`src/assert_macros.svh`:
```
// ----------------------------------------------------------------------------
// assertion macros for the roi clipping auto exposure block
// ----------------------------------------------------------------------------
`ifndef ASSERT_MACROS_SVH
`define ASSERT_MACROS_SVH

// property that holds at every clock edge outside reset
`define RCAE_ASSERT_ALWAYS(label, clk, rst, expr) \
   label: assert property (@(posedge clk) disable iff (rst) (expr)) \
      else $error("rcae assertion failed");

// condition in one cycle implies a result in the next
`define RCAE_ASSERT_NEXT(label, clk, rst, cond, nxt) \
   label: assert property (@(posedge clk) disable iff (rst) (cond) |=> (nxt)) \
      else $error("rcae assertion failed");

`endif

```
`src/rcae_pkg.sv`:
```
// ----------------------------------------------------------------------------
// rcae_pkg
// types and constants of the roi clipping auto exposure block
// ----------------------------------------------------------------------------
package rcae_pkg;

   localparam int COORD_BITS_DEF  = 12;
   localparam int SAMPLE_BITS_DEF = 10;

   localparam int CENTER_BITS  = 12;
   localparam int RADIUS_BITS  = 11;
   localparam int SAT_BITS     = 10;
   localparam int PCT_BITS     = 7;
   localparam int EXP_BITS     = 8;
   localparam int FRAC_BITS    = 16;
   localparam int EXP_FIX_BITS = EXP_BITS + FRAC_BITS;
   localparam int COUNT_BITS   = 25;
   localparam int SCALE_BITS   = 16;
   localparam int PROD_BITS    = COUNT_BITS + PCT_BITS;

   localparam int ACTION_BITS    = 2;
   localparam int CSR_INDEX_BITS = 3;
   localparam int CSR_DATA_BITS  = 12;

   localparam int RSP_DATA_BITS  = EXP_BITS + 2 * COUNT_BITS;
   localparam int RSP_TDATA_BITS = ((RSP_DATA_BITS + 7) / 8) * 8;

   localparam int FIFO_DEPTH    = 4;
   localparam int FIFO_PTR_BITS = $clog2(FIFO_DEPTH);
   localparam int FIFO_CNT_BITS = FIFO_PTR_BITS + 1;

   localparam logic [COUNT_BITS-1:0] COUNT_MAX = COUNT_BITS'(24'hFFFFFF) + COUNT_BITS'(1);
   localparam logic [SCALE_BITS-1:0] SCALE_095 = 16'd62259;
   localparam logic [PCT_BITS-1:0]   PCT_FULL  = 7'd100;

   localparam logic [CENTER_BITS-1:0] CENTER_RESET  = '0;
   localparam logic [RADIUS_BITS-1:0] RADIUS_RESET  = '0;
   localparam logic [SAT_BITS-1:0]    SAT_RESET     = 10'd1023;
   localparam logic [PCT_BITS-1:0]    PCT_RESET     = 7'd1;
   localparam logic [EXP_BITS-1:0]    MAX_EXP_RESET = 8'd100;

   typedef enum logic [ACTION_BITS-1:0] {
      ACT_PIXEL     = 2'd0,
      ACT_END_FRAME = 2'd1,
      ACT_START     = 2'd2
   } action_type;

   typedef enum logic [CSR_INDEX_BITS-1:0] {
      REG_CENTER_X     = 3'd0,
      REG_CENTER_Y     = 3'd1,
      REG_RADIUS       = 3'd2,
      REG_SATURATION   = 3'd3,
      REG_ALLOWED_PCT  = 3'd4,
      REG_MAX_EXPOSURE = 3'd5
   } csr_index_type;

   typedef struct packed {
      logic [COUNT_BITS-1:0] region_pixel_count;
      logic [COUNT_BITS-1:0] overexposed_count;
      logic                  accepted;
      logic [EXP_BITS-1:0]   exposure_setting;
   } rsp_word_type;

endpackage

```
`src/roi_clipping_auto_exposure_core.sv`:
```
// ----------------------------------------------------------------------------
// roi_clipping_auto_exposure_core
// auto exposure search counting overexposed pixels inside a circular region
// ----------------------------------------------------------------------------
// req channel: one word per pixel, end of frame or start of search, kind in
// req_tuser. a start word returns one rsp word with max exposure, an end of
// frame word returns one rsp word with the frame counts and the new exposure
// while a search runs, pixel words return nothing.
// csr channel: register index and data, always ready. registers must be
// written by the user only while idle; the block does not enforce this.
// the three stage pipeline (input register, square stage, counter stage)
// takes one req word per cycle while req_tready is high.
// a four entry output queue holds rsp words; req_tready drops only when
// the queue plus the start and end words in flight would overfill it, so a
// stalled receiver holds back req words only once four results are pending.
// reset: synchronous, clears the pipeline, queue, counters and search flag
// and loads the register reset values.
// ----------------------------------------------------------------------------
`include "assert_macros.svh"

module roi_clipping_auto_exposure_core #(
   parameter int COORD_BITS  = rcae_pkg::COORD_BITS_DEF,
   parameter int SAMPLE_BITS = rcae_pkg::SAMPLE_BITS_DEF,
   localparam int REQ_DATA_BITS  = 2 * COORD_BITS + 3 * SAMPLE_BITS,
   localparam int REQ_TDATA_BITS = ((REQ_DATA_BITS + 7) / 8) * 8
) (
   input  logic                                clock,
   input  logic                                reset,
   // pixel_x, pixel_y, red_value, green_value, blue_value
   input  logic [REQ_TDATA_BITS-1:0]           req_tdata,
   // action
   input  logic [rcae_pkg::ACTION_BITS-1:0]    req_tuser,
   input  logic                                req_tvalid,
   output logic                                req_tready,
   // exposure_setting, overexposed_count, region_pixel_count
   output logic [rcae_pkg::RSP_TDATA_BITS-1:0] rsp_tdata,
   // accepted
   output logic                                rsp_tuser,
   output logic                                rsp_tvalid,
   input  logic                                rsp_tready,
   input  logic                                csr_valid,
   output logic                                csr_ready,
   input  logic [rcae_pkg::CSR_INDEX_BITS-1:0] csr_index,
   input  logic [rcae_pkg::CSR_DATA_BITS-1:0]  csr_wdata
);

   localparam int DIFF_BITS = (COORD_BITS > rcae_pkg::CENTER_BITS) ?
                              COORD_BITS : rcae_pkg::CENTER_BITS;
   localparam int SQ_BITS   = 2 * DIFF_BITS;
   localparam int SUM_BITS  = SQ_BITS + 1;
   localparam int RSQ_BITS  = 2 * rcae_pkg::RADIUS_BITS;
   localparam int CMP_BITS  = (SAMPLE_BITS > rcae_pkg::SAT_BITS) ?
                              SAMPLE_BITS : rcae_pkg::SAT_BITS;
   localparam int EXP_PROD_BITS = rcae_pkg::EXP_FIX_BITS + rcae_pkg::SCALE_BITS;
   localparam int CNT = rcae_pkg::COUNT_BITS;
   localparam int CRED_BITS = rcae_pkg::FIFO_CNT_BITS + 1;

   function automatic logic [CNT-1:0] sat_inc(input logic [CNT-1:0] c);
      logic [CNT-1:0] r;
      r = (c >= rcae_pkg::COUNT_MAX) ? rcae_pkg::COUNT_MAX : c + CNT'(1);
      return r;
   endfunction

   // configuration registers
   logic [rcae_pkg::CENTER_BITS-1:0] center_x_ff, center_y_ff;
   logic [rcae_pkg::RADIUS_BITS-1:0] radius_ff;
   logic [rcae_pkg::SAT_BITS-1:0]    sat_level_ff;
   logic [rcae_pkg::PCT_BITS-1:0]    allowed_pct_ff;
   logic [rcae_pkg::EXP_BITS-1:0]    max_exp_ff;

   assign csr_ready = 1'b1;

   always_ff @(posedge clock) begin
      if (reset) begin
         center_x_ff    <= rcae_pkg::CENTER_RESET;
         center_y_ff    <= rcae_pkg::CENTER_RESET;
         radius_ff      <= rcae_pkg::RADIUS_RESET;
         sat_level_ff   <= rcae_pkg::SAT_RESET;
         allowed_pct_ff <= rcae_pkg::PCT_RESET;
         max_exp_ff     <= rcae_pkg::MAX_EXP_RESET;
      end else if (csr_valid) begin
         case (rcae_pkg::csr_index_type'(csr_index))
            rcae_pkg::REG_CENTER_X: begin
               center_x_ff <= csr_wdata[rcae_pkg::CENTER_BITS-1:0];
            end
            rcae_pkg::REG_CENTER_Y: begin
               center_y_ff <= csr_wdata[rcae_pkg::CENTER_BITS-1:0];
            end
            rcae_pkg::REG_RADIUS: begin
               radius_ff <= csr_wdata[rcae_pkg::RADIUS_BITS-1:0];
            end
            rcae_pkg::REG_SATURATION: begin
               sat_level_ff <= csr_wdata[rcae_pkg::SAT_BITS-1:0];
            end
            rcae_pkg::REG_ALLOWED_PCT: begin
               allowed_pct_ff <= csr_wdata[rcae_pkg::PCT_BITS-1:0];
            end
            rcae_pkg::REG_MAX_EXPOSURE: begin
               max_exp_ff <= csr_wdata[rcae_pkg::EXP_BITS-1:0];
            end
            default: begin
            end
         endcase
      end
   end

   // stage 1: input register
   logic                             s1_valid_ff;
   logic [rcae_pkg::ACTION_BITS-1:0] s1_action_ff;
   logic [COORD_BITS-1:0]            s1_x_ff, s1_y_ff;
   logic [SAMPLE_BITS-1:0]           s1_red_ff, s1_green_ff, s1_blue_ff;
   logic                             req_take;

   assign req_take = req_tvalid && req_tready;

   always_ff @(posedge clock) begin
      if (reset) begin
         s1_valid_ff <= 1'b0;
      end else begin
         s1_valid_ff <= req_take;
      end
   end

   always_ff @(posedge clock) begin
      s1_action_ff <= req_tuser;
      s1_x_ff      <= req_tdata[COORD_BITS-1:0];
      s1_y_ff      <= req_tdata[2*COORD_BITS-1:COORD_BITS];
      s1_red_ff    <= req_tdata[2*COORD_BITS+SAMPLE_BITS-1:2*COORD_BITS];
      s1_green_ff  <= req_tdata[2*COORD_BITS+2*SAMPLE_BITS-1:2*COORD_BITS+SAMPLE_BITS];
      s1_blue_ff   <= req_tdata[REQ_DATA_BITS-1:2*COORD_BITS+2*SAMPLE_BITS];
   end

   // stage 2: squared distances and overexposure flag
   logic [DIFF_BITS-1:0] px_in, py_in, cx_in, cy_in, dx_in, dy_in;
   logic [CMP_BITS-1:0]  sat_in;
   logic                 hot_in;

   logic                             s2_valid_ff;
   logic [rcae_pkg::ACTION_BITS-1:0] s2_action_ff;
   logic [SQ_BITS-1:0]               s2_dx2_ff, s2_dy2_ff;
   logic [RSQ_BITS-1:0]              s2_r2_ff;
   logic                             s2_hot_ff;

   always_comb begin
      px_in  = DIFF_BITS'(s1_x_ff);
      py_in  = DIFF_BITS'(s1_y_ff);
      cx_in  = DIFF_BITS'(center_x_ff);
      cy_in  = DIFF_BITS'(center_y_ff);
      dx_in  = (cx_in >= px_in) ? cx_in - px_in : px_in - cx_in;
      dy_in  = (cy_in >= py_in) ? cy_in - py_in : py_in - cy_in;
      sat_in = CMP_BITS'(sat_level_ff);
      hot_in = (CMP_BITS'(s1_red_ff) >= sat_in) ||
               (CMP_BITS'(s1_green_ff) >= sat_in) ||
               (CMP_BITS'(s1_blue_ff) >= sat_in);
   end

   always_ff @(posedge clock) begin
      if (reset) begin
         s2_valid_ff <= 1'b0;
      end else begin
         s2_valid_ff <= s1_valid_ff;
      end
   end

   always_ff @(posedge clock) begin
      s2_action_ff <= s1_action_ff;
      s2_dx2_ff    <= SQ_BITS'(dx_in) * SQ_BITS'(dx_in);
      s2_dy2_ff    <= SQ_BITS'(dy_in) * SQ_BITS'(dy_in);
      s2_r2_ff     <= RSQ_BITS'(radius_ff) * RSQ_BITS'(radius_ff);
      s2_hot_ff    <= hot_in;
   end

   // stage 3: counters, exposure and result
   logic [rcae_pkg::EXP_FIX_BITS-1:0] exposure_ff, exposure_in;
   logic [CNT-1:0]                    over_cnt_ff, over_cnt_in;
   logic [CNT-1:0]                    region_cnt_ff, region_cnt_in;
   logic                              searching_ff, searching_in;
   logic                              in_region;
   logic [rcae_pkg::PROD_BITS-1:0]    over_x100, region_x_pct;
   logic                              frame_ok;
   logic [EXP_PROD_BITS-1:0]          exp_prod;
   logic [rcae_pkg::EXP_FIX_BITS-1:0] exp_scaled;
   logic                              push;
   rcae_pkg::rsp_word_type            push_word;

   always_comb begin
      in_region    = (SUM_BITS'(s2_dx2_ff) + SUM_BITS'(s2_dy2_ff)) < SUM_BITS'(s2_r2_ff);
      over_x100    = rcae_pkg::PROD_BITS'(over_cnt_ff) *
                     rcae_pkg::PROD_BITS'(rcae_pkg::PCT_FULL);
      region_x_pct = rcae_pkg::PROD_BITS'(region_cnt_ff) *
                     rcae_pkg::PROD_BITS'(allowed_pct_ff);
      frame_ok     = over_x100 <= region_x_pct;
      exp_prod     = EXP_PROD_BITS'(exposure_ff) * EXP_PROD_BITS'(rcae_pkg::SCALE_095);
      exp_scaled   = exp_prod[EXP_PROD_BITS-1:rcae_pkg::FRAC_BITS];

      exposure_in   = exposure_ff;
      over_cnt_in   = over_cnt_ff;
      region_cnt_in = region_cnt_ff;
      searching_in  = searching_ff;
      push          = 1'b0;
      push_word     = '0;

      if (s2_valid_ff) begin
         case (rcae_pkg::action_type'(s2_action_ff))
            rcae_pkg::ACT_PIXEL: begin
               if (searching_ff && in_region) begin
                  region_cnt_in = sat_inc(region_cnt_ff);
                  if (s2_hot_ff) begin
                     over_cnt_in = sat_inc(over_cnt_ff);
                  end
               end
            end
            rcae_pkg::ACT_END_FRAME: begin
               if (searching_ff) begin
                  push                         = 1'b1;
                  push_word.accepted           = frame_ok;
                  push_word.overexposed_count  = over_cnt_ff;
                  push_word.region_pixel_count = region_cnt_ff;
                  over_cnt_in                  = '0;
                  region_cnt_in                = '0;
                  if (frame_ok) begin
                     searching_in = 1'b0;
                     push_word.exposure_setting =
                        exposure_ff[rcae_pkg::EXP_FIX_BITS-1:rcae_pkg::FRAC_BITS];
                  end else begin
                     exposure_in = exp_scaled;
                     push_word.exposure_setting =
                        exp_scaled[rcae_pkg::EXP_FIX_BITS-1:rcae_pkg::FRAC_BITS];
                  end
               end
            end
            rcae_pkg::ACT_START: begin
               exposure_in  = {max_exp_ff, rcae_pkg::FRAC_BITS'(0)};
               over_cnt_in   = '0;
               region_cnt_in = '0;
               searching_in  = 1'b1;
               push          = 1'b1;
               push_word.exposure_setting = max_exp_ff;
            end
            default: begin
            end
         endcase
      end
   end

   always_ff @(posedge clock) begin
      if (reset) begin
         exposure_ff   <= {rcae_pkg::MAX_EXP_RESET, rcae_pkg::FRAC_BITS'(0)};
         over_cnt_ff   <= '0;
         region_cnt_ff <= '0;
         searching_ff  <= 1'b0;
      end else begin
         exposure_ff   <= exposure_in;
         over_cnt_ff   <= over_cnt_in;
         region_cnt_ff <= region_cnt_in;
         searching_ff  <= searching_in;
      end
   end

   // output queue
   rcae_pkg::rsp_word_type               fifo_mem_ff [rcae_pkg::FIFO_DEPTH];
   logic [rcae_pkg::FIFO_PTR_BITS-1:0]   wr_ptr_ff, rd_ptr_ff;
   logic [rcae_pkg::FIFO_CNT_BITS-1:0]   fifo_cnt_ff, fifo_cnt_in;
   logic                                 pop;
   rcae_pkg::rsp_word_type               rsp_word;
   logic                                 s1_result, s2_result;
   logic [CRED_BITS-1:0]                 credit_sum;

   assign pop      = rsp_tvalid && rsp_tready;
   assign rsp_word = fifo_mem_ff[rd_ptr_ff];

   assign rsp_tvalid = fifo_cnt_ff != '0;
   assign rsp_tuser  = rsp_word.accepted;
   assign rsp_tdata  = rcae_pkg::RSP_TDATA_BITS'({rsp_word.region_pixel_count,
                                                  rsp_word.overexposed_count,
                                                  rsp_word.exposure_setting});

   assign s1_result = s1_valid_ff &&
                      ((s1_action_ff == rcae_pkg::ACT_END_FRAME) ||
                       (s1_action_ff == rcae_pkg::ACT_START));
   assign s2_result = s2_valid_ff &&
                      ((s2_action_ff == rcae_pkg::ACT_END_FRAME) ||
                       (s2_action_ff == rcae_pkg::ACT_START));
   assign credit_sum = CRED_BITS'(fifo_cnt_ff) + CRED_BITS'(s1_result) +
                       CRED_BITS'(s2_result);
   assign req_tready = credit_sum < CRED_BITS'(rcae_pkg::FIFO_DEPTH);

   always_comb begin
      fifo_cnt_in = fifo_cnt_ff;
      if (push && !pop) begin
         fifo_cnt_in = fifo_cnt_ff + rcae_pkg::FIFO_CNT_BITS'(1);
      end else if (pop && !push) begin
         fifo_cnt_in = fifo_cnt_ff - rcae_pkg::FIFO_CNT_BITS'(1);
      end
   end

   always_ff @(posedge clock) begin
      if (reset) begin
         wr_ptr_ff   <= '0;
         rd_ptr_ff   <= '0;
         fifo_cnt_ff <= '0;
      end else begin
         fifo_cnt_ff <= fifo_cnt_in;
         if (push) begin
            wr_ptr_ff <= wr_ptr_ff + rcae_pkg::FIFO_PTR_BITS'(1);
         end
         if (pop) begin
            rd_ptr_ff <= rd_ptr_ff + rcae_pkg::FIFO_PTR_BITS'(1);
         end
      end
   end

   always_ff @(posedge clock) begin
      if (push) begin
         fifo_mem_ff[wr_ptr_ff] <= push_word;
      end
   end

   // assertions
   `RCAE_ASSERT_ALWAYS(a_credit_bound, clock, reset,
      credit_sum <= CRED_BITS'(rcae_pkg::FIFO_DEPTH))
   `RCAE_ASSERT_NEXT(a_start_arms, clock, reset,
      s2_valid_ff && (s2_action_ff == rcae_pkg::ACT_START),
      searching_ff && (exposure_ff[rcae_pkg::EXP_FIX_BITS-1:rcae_pkg::FRAC_BITS] == max_exp_ff))
   `RCAE_ASSERT_NEXT(a_pixel_no_word, clock, reset,
      s2_valid_ff && (s2_action_ff == rcae_pkg::ACT_PIXEL) && !pop,
      fifo_cnt_ff == $past(fifo_cnt_ff))
   `RCAE_ASSERT_NEXT(a_accept_ends_search, clock, reset,
      push && push_word.accepted,
      !searching_ff && (over_cnt_ff == '0) && (region_cnt_ff == '0))

endmodule

```
`config.mk`:
```
export PLATFORM = sky130hd
export DESIGN_NAME = roi_clipping_auto_exposure_core
export DESIGN_NICKNAME = d
export VERILOG_FILES = /design/src/rcae_pkg.sv /design/src/roi_clipping_auto_exposure_core.sv
export VERILOG_INCLUDE_DIRS = /design/src /design/src/src
export SDC_FILE = /design/constraint.sdc
export NUM_CORES = 2
export LEC_CHECK = 0
export BUFFER_PORTS_ARGS = -buffer_cell sky130_fd_sc_hd__buf_2
export CORE_MARGIN = 2
export CORE_UTILIZATION = 40
export CTS_CLUSTER_SIZE = 10
export DETAILED_ROUTE_END_ITERATION = 7
export PLACE_DENSITY = 0.6
export SLEW_MARGIN = 20
export SYNTH_ARGS = -nofsm -noshare
export SYNTH_HDL_FRONTEND = slang
export SYNTH_SLANG_ARGS = --single-unit
export TNS_END_PERCENT = 5
```
`constraint.sdc`:
```
create_clock -name clock -period 16.3 [get_ports clock]
set_input_delay 0 -clock clock [delete_from_list [all_inputs] [get_ports clock]]
set_output_delay 0 -clock clock [all_outputs]
set_load 0.05 [all_outputs]
```
Word-level counts from Yosys, hierarchy flattened
Memory sizes are Yosys's and may differ from the RTL's. A register that Yosys moved wholly into a read port is not among the register bits.
Index checks and enable logic that the tools add are counted.
- output and inout port bits: 68
- memories kept: 1
- input port bits: 78
- bits in writable memories: 236
- logic and storage cells: 128
- register bits after elaboration: 273
- memory list (name ; depth ; bits a word ; read ports ; clocked after memory_dff ; wr ports ; RTL line ; RTL):
    fifo_mem_ff ; 4 ; 59 ; 1 ; 1 ; 1 ; roi_clipping_auto_exposure_core.sv:261 ; rcae_pkg::rsp_word_type fifo_mem_ff [rcae_pkg::FIFO_DEPTH];
- muxes and demuxes: 30
- $add $sub $neg: 13
- $mul: 6
- magnitude comparators: 10
- reduce and logical (&&, ||, !) cells: 29
- equality and inequality tests: 13
- operators with widths (kind ; count):
    25-bit two-way mux ; 6
    25-bit case mux with 3 select lines ; 2
    59-bit two-way mux ; 2
    51-bit two-way mux ; 1
    25-bit by 1-bit adder with 25-bit output (second input constant) ; 2
    25-bit >= comparator (second input constant) ; 2
    12-bit by 12-bit multiplier with 24-bit output ; 2
    24-bit two-way mux ; 2
    24-bit case mux with 2 select lines ; 1
    12-bit subtractor ; 4
    24-bit by 16-bit multiplier with 40-bit output (second input constant) ; 1
    32-bit less-or-equal comparator ; 1
    25-bit by 7-bit multiplier with 32-bit output ; 1
    10-bit >= comparator ; 3
    25-bit by 5-bit multiplier with 30-bit output (second input constant) ; 1
    24-bit by 24-bit adder with 25-bit output ; 1
    25-bit by 22-bit < comparator with 1-bit output ; 1
    12-bit >= comparator ; 2
    12-bit two-way mux ; 2
    11-bit by 11-bit multiplier with 22-bit output ; 1
    8-bit case mux with 2 select lines ; 1
    2-bit AND reduction ; 7
    8-bit two-way mux ; 1
    2-bit != test (second input constant) ; 4
    24 further kinds ; 50

Longest topological paths before layout
- word-level depth: 7
- mapped depth: 36
- gate-level depth less buffers: 34

Worst setup path after synthesis
Ideal clock, no wire load.
- path kind: register -> register
- start point: register allowed_pct_ff[1] (netlist bit)
- end point: memory fifo_mem_ff[0][5] (netlist bit), data pin
- path buffers: 1
- required time: 16.121 ns
- setup slack: 8.483 ns
- clock period less this slack: 7.817 ns
- arrival: 7.638 ns
- stages on the path, launching flop included: 31
- cell sequence: dfxtp_1 clkbuf_1 nand2_1 fa_1 fa_1 inv_1 fa_1 inv_1 fa_1 inv_1 ha_1 and2_1 a31o_2 o31a_1 o32ai_2 o211ai_1 a21oi_1 o21ai_1 a31o_2 a21oi_1 xnor2_1 ha_1 nand4_1 or3_1 nor4_1 nand2_1 a2111oi_0 nor2_1 and3_1 a2111o_1 a21oi_1
- RTL lines (what ; RTL line ; RTL):
    start: declaration ; roi_clipping_auto_exposure_core.sv:68 ; logic [rcae_pkg::PCT_BITS-1:0] allowed_pct_ff;
    start signal: assignment ; roi_clipping_auto_exposure_core.sv:79 ; allowed_pct_ff <= rcae_pkg::PCT_RESET;
    start signal: assignment ; roi_clipping_auto_exposure_core.sv:96 ; allowed_pct_ff <= csr_wdata[rcae_pkg::PCT_BITS-1:0];
    end: declaration ; roi_clipping_auto_exposure_core.sv:261 ;

Final worst setup path
- start point: register allowed_pct_ff[1] (netlist bit)
- end point: register exposure_ff[5] (netlist bit)
- longest elaborated chain between the ends: 4
- RTL lines (what ; RTL line ; RTL):
    25-bit by 7-bit multiplier with 32-bit output ; roi_clipping_auto_exposure_core.sv:190 ; region_x_pct = rcae_pkg::PROD_BITS'(region_cnt_ff) *
    32-bit less-or-equal comparator ; roi_clipping_auto_exposure_core.sv:192 ; frame_ok = over_x100 <= region_x_pct;
    2-bit != test (no source line) ; - ;
    4-bit AND reduction (no source line) ; - ;
    end signal: assignment ; roi_clipping_auto_exposure_core.sv:248 ; exposure_ff <= {rcae_pkg::MAX_EXP_RESET, rcae_pkg::FRAC_BITS'(0)};
    end signal: assignment ; roi_clipping_auto_exposure_core.sv:253 ; exposure_ff <= exposure_in;
    end: declaration ; roi_clipping_auto_exposure_core.sv:174 ; logic [rcae_pkg::EXP_FIX_BITS-1:0] exposure_ff, exposure_in;
Every way passes these cells.
A chain may end at the register's enable or synchronous reset.

==> impl_metrics.yaml <==
outcome:
  outcome: "complete, no violations"
power_and_ir_drop:
  netSwitchingFraction_pct: 43.5
  pwr-share-seq_pct: 18.9
  power_frac_clock_pct: 17.7
  p_int_mw: 4.63
  net_switching_power_mw: 3.56
  combinationalPowerShare_pct: 63.4
  power_leakage_nw: 25.3
  ir_drop_mv: 0.260
  cellPowerDensity_mw_per_mm2: 154
clock_tree:
  h-tree-depth: 3
  ctsLongestPathBuffers: 3
  post-cts-setup-buffers: 0
  cts_made_buffers: 69
  cts_hold_buffers: 116
  cts_resized: 0
  tritoncts: "done"
  ctsRootBufferMaster: "sky130_fd_sc_hd__clkbuf_16"
  count_of_clock_tree_sinks: 508
  clk_transition_reported_paths_ps: 60
  clk-insertion-delay-late_ps: 660
global_routing:
  first_global_vias: 34444
  grt_max_degree: 51
  wire_length_of_the_first_global_routing_pass_um: 186000
  grtUsageTotal_pct: 19.3
  use_met1_pct: 26.3
  global_route.usage.met3_pct: 2.89
  total_grt_overflow: 0
  grt_util_met2_pct: 32.3
  grt-busiest-layer: "met2"
  antenna_found_initial: 4
setup_path:
  worst_setup_path_end_kind: "flip-flop"
  arrival_ps: 10260
  critical-path-slowest-cell: "sky130_fd_sc_hd__dfxtp_1"
  startpoint_class_of_the_critical_path: "flip-flop"
  r2r_setup_slack_ps: 6630
  critPathMaxStageDelay_ps: 1000
  cp_max_fo: 32
  worst-endpoint-required_ps: 16890
  cell_occurring_most_often_along_the_worst_timing_path: "sky130_fd_sc_hd__fa_1"
  critical_path_class: "flip-flop to flip-flop"
layout:
  post-route-cell-area_mm2: 0.0533
  num_antenna_cells: 0
  fin_util_pct: 45.0
  syn_to_final_growth_pct: 11.6
  share_of_layout_cells_above_drive_strength_1_pct: 8.20
  fin_nets: 6136
  final_cells: 6499
job:
  drv.max_cap_violation_count: 0
routing:
  drtPass1Iterations: 5
  finalWirelength_um: 116000
  route.detailed.vias_per_inst: 5.11
  drt-wirelength-per-cell_um: 17.8
  drcViolationCount: 0
  via_count: 33205
  antenna_violating_nets_post_route: 0
  first_iter_violations: 1843
yosys:
  synth_async_sr_flop_share_pct: 0
  syn_avg_cell_area_um2: 10.1
  syn_inst: 4713
  synthesis.yosys.warnings: 0
  sequential_fraction_of_the_synthesis_area_pct: 26.3
  synth.ff_latch_count: 508
  synthFlopType: "sky130_fd_sc_hd__dfxtp_1"
  synthesis.area_mm2: 0.0477
  netlist-cell-type-count: 88
  post_synth_edffs: 236
place:
  io_buf_count: 136
  place.detailed.instances: 6263
  dpl.hpwl_um: 89000
  postPlaceCellArea_mm2: 0.0499
  routabilityCongestion: 0.895
sta:
  period_utilisation_layout_pct: 59.3
  report.final.hold_viol_count: 0
  unrepaired_setup_endpoints_after_global_routing: "no"
  totalNegativeSetupSlack_ps: 0
  setup_viol: 0
  fmax_mhz: 103
  max_slew.worst_pin.slew_ps: 1050
  timing.slew.headroom_pct: 30.0
  final_period_minus_worst_setup_slack_ps: 9670
  final_max_slew_viol_count: 0
  finClkSkew_ps: 44.1
min_path:
  type_of_the_worst_min_delay_path: "primary input to flip-flop"
floorplanning:
  num_io_pins: 146
  fp.dieArea_mm2: 0.122
  height_of_the_die_um: 349
  initial_core_utilization_pct: 40.4
  row_count: 126
  design.core.area_mm2: 0.118
  horizontal_die_dimension_um: 349
==> sequential cells by signal, summed over array words and instances, names as in the netlist, 11 cells and up, named ones only <==
register       count
fifo_mem_ff      236
over_cnt_ff       25
region_cnt_ff     25
exposure_ff       24
s2_dx2_ff         23
s2_dy2_ff         23
s2_r2_ff          21
center_x_ff       12
center_y_ff       12
px_in             12
py_in             12
radius_ff         11
==> layer usage <==
| metal | wire [µm] | share of wire [%] |
|---|---|---|
| met3 | 5160 | 4.5 |
| met2 | 53900 | 47 |
| met1 | 53700 | 47 |
| met4 | 2700 | 2.3 |
| met5 | 13 | 0.011 |
==> worst max-delay path: cells and delay by family, from the launching register on <==
family	cells	cell delay (ps)
compound gates	12	2930
xor+xnor	1	80
fa+ha+maj	6	2650
buf+inv	4	380
flops	1	1000
simple gates	8	2530
==> cell type report <==
cell class	instances	area, µm²
timing repair buffer	289	2120
clock inverter	23	233
tap	1536	1920
multi-input combinational	3256	31600
sequential	508	12500
clock buffer	97	1920
inverter	790	2970
fill	11172	65000
==> path summary, 6_finish.rpt <==
path,start,end,cells past startpoint
worst max-delay path,allowed_pct_ff[1],exposure_ff[5],31
worst min-delay path,req_tdata[23],py_in[11],2
worst max register to register,allowed_pct_ff[1],exposure_ff[5],31
worst min register to register,s1_action_ff[1],s2_action_ff[1],0
==> cell usage in the layout (no fill, tap or decap), types with 134 or more instances in the layout <==
cell type / n
sky130_fd_sc_hd__o21ai_0: 134
sky130_fd_sc_hd__a21oi_1: 195
sky130_fd_sc_hd__fa_1: 519
sky130_fd_sc_hd__dfxtp_1: 270
sky130_fd_sc_hd__inv_1: 788
sky130_fd_sc_hd__edfxtp_1: 236
sky130_fd_sc_hd__nor2_1: 279
sky130_fd_sc_hd__and2_1: 178
sky130_fd_sc_hd__ha_1: 625
sky130_fd_sc_hd__buf_2: 135
sky130_fd_sc_hd__nand2_1: 328
==> stage by stage <==
step / setup WS (ps) / power (mW) / hold WS (ps)
final: 6630 / 8.19 / 64.4
after global routing: 6050 / 9.03 / 32.5
after CTS: 6620 / 8.30 / 21.7
after detailed placement: 6640 / 6.76 / 104
after global placement: 6690 / 6.72 / 103
after floorplan: 8480 / 5.65 / 27.7
==> logic make-up after synthesis <==
kind of cell	share of synthesized area, %
buffers and inverters	7.64
xor gates and xnor gates	3.39
and+or+nand+nor	11.7
adders and majority gates	38.2
muxes	3.28
AOI/OAI and AO/OA	9.57
other	0.0157
DFF	26.3
==> Yosys cell counts (26+ instances only) <==
library cell | count | area (µm²)
sky130_fd_sc_hd__inv_1 | 788 | 2960
sky130_fd_sc_hd__o31ai_1 | 36 | 270
sky130_fd_sc_hd__nand2b_1 | 29 | 181
sky130_fd_sc_hd__ha_1 | 625 | 7820
sky130_fd_sc_hd__clkbuf_1 | 132 | 495
sky130_fd_sc_hd__a21oi_1 | 195 | 976
sky130_fd_sc_hd__nor2_1 | 279 | 1050
sky130_fd_sc_hd__a211oi_1 | 29 | 218
sky130_fd_sc_hd__nor2b_1 | 43 | 269
sky130_fd_sc_hd__fa_1 | 519 | 10400
sky130_fd_sc_hd__a31oi_1 | 27 | 169
sky130_fd_sc_hd__mux4_2 | 59 | 1330
sky130_fd_sc_hd__nor3_1 | 39 | 195
sky130_fd_sc_hd__o21a_1 | 34 | 255
sky130_fd_sc_hd__nand3_1 | 54 | 270
sky130_fd_sc_hd__a21o_1 | 64 | 480
sky130_fd_sc_hd__nand2_1 | 328 | 1230
sky130_fd_sc_hd__xor2_1 | 59 | 517
sky130_fd_sc_hd__o211ai_1 | 48 | 360
sky130_fd_sc_hd__and3_1 | 43 | 269
sky130_fd_sc_hd__and2_1 | 182 | 1140
sky130_fd_sc_hd__or2_2 | 48 | 300
sky130_fd_sc_hd__or3_1 | 26 | 163
sky130_fd_sc_hd__edfxtp_1 | 236 | 7090
sky130_fd_sc_hd__o21ai_0 | 134 | 671
sky130_fd_sc_hd__dfxtp_1 | 272 | 5450
sky130_fd_sc_hd__xnor2_1 | 124 | 1090
==> power by group through the flow <==
stage	Combinational, mW	Sequential [mW]	Clock (mW)
2_1_floorplan	4.12	1.53	0
3_3_place_gp	5.14	1.58	0
3_5_place_dp	5.18	1.58	0
4_1_cts	5.25	1.55	1.49
5_1_grt	5.93	1.56	1.54
6_report	5.19	1.55	1.45
(Power assumes the default switching activity.)
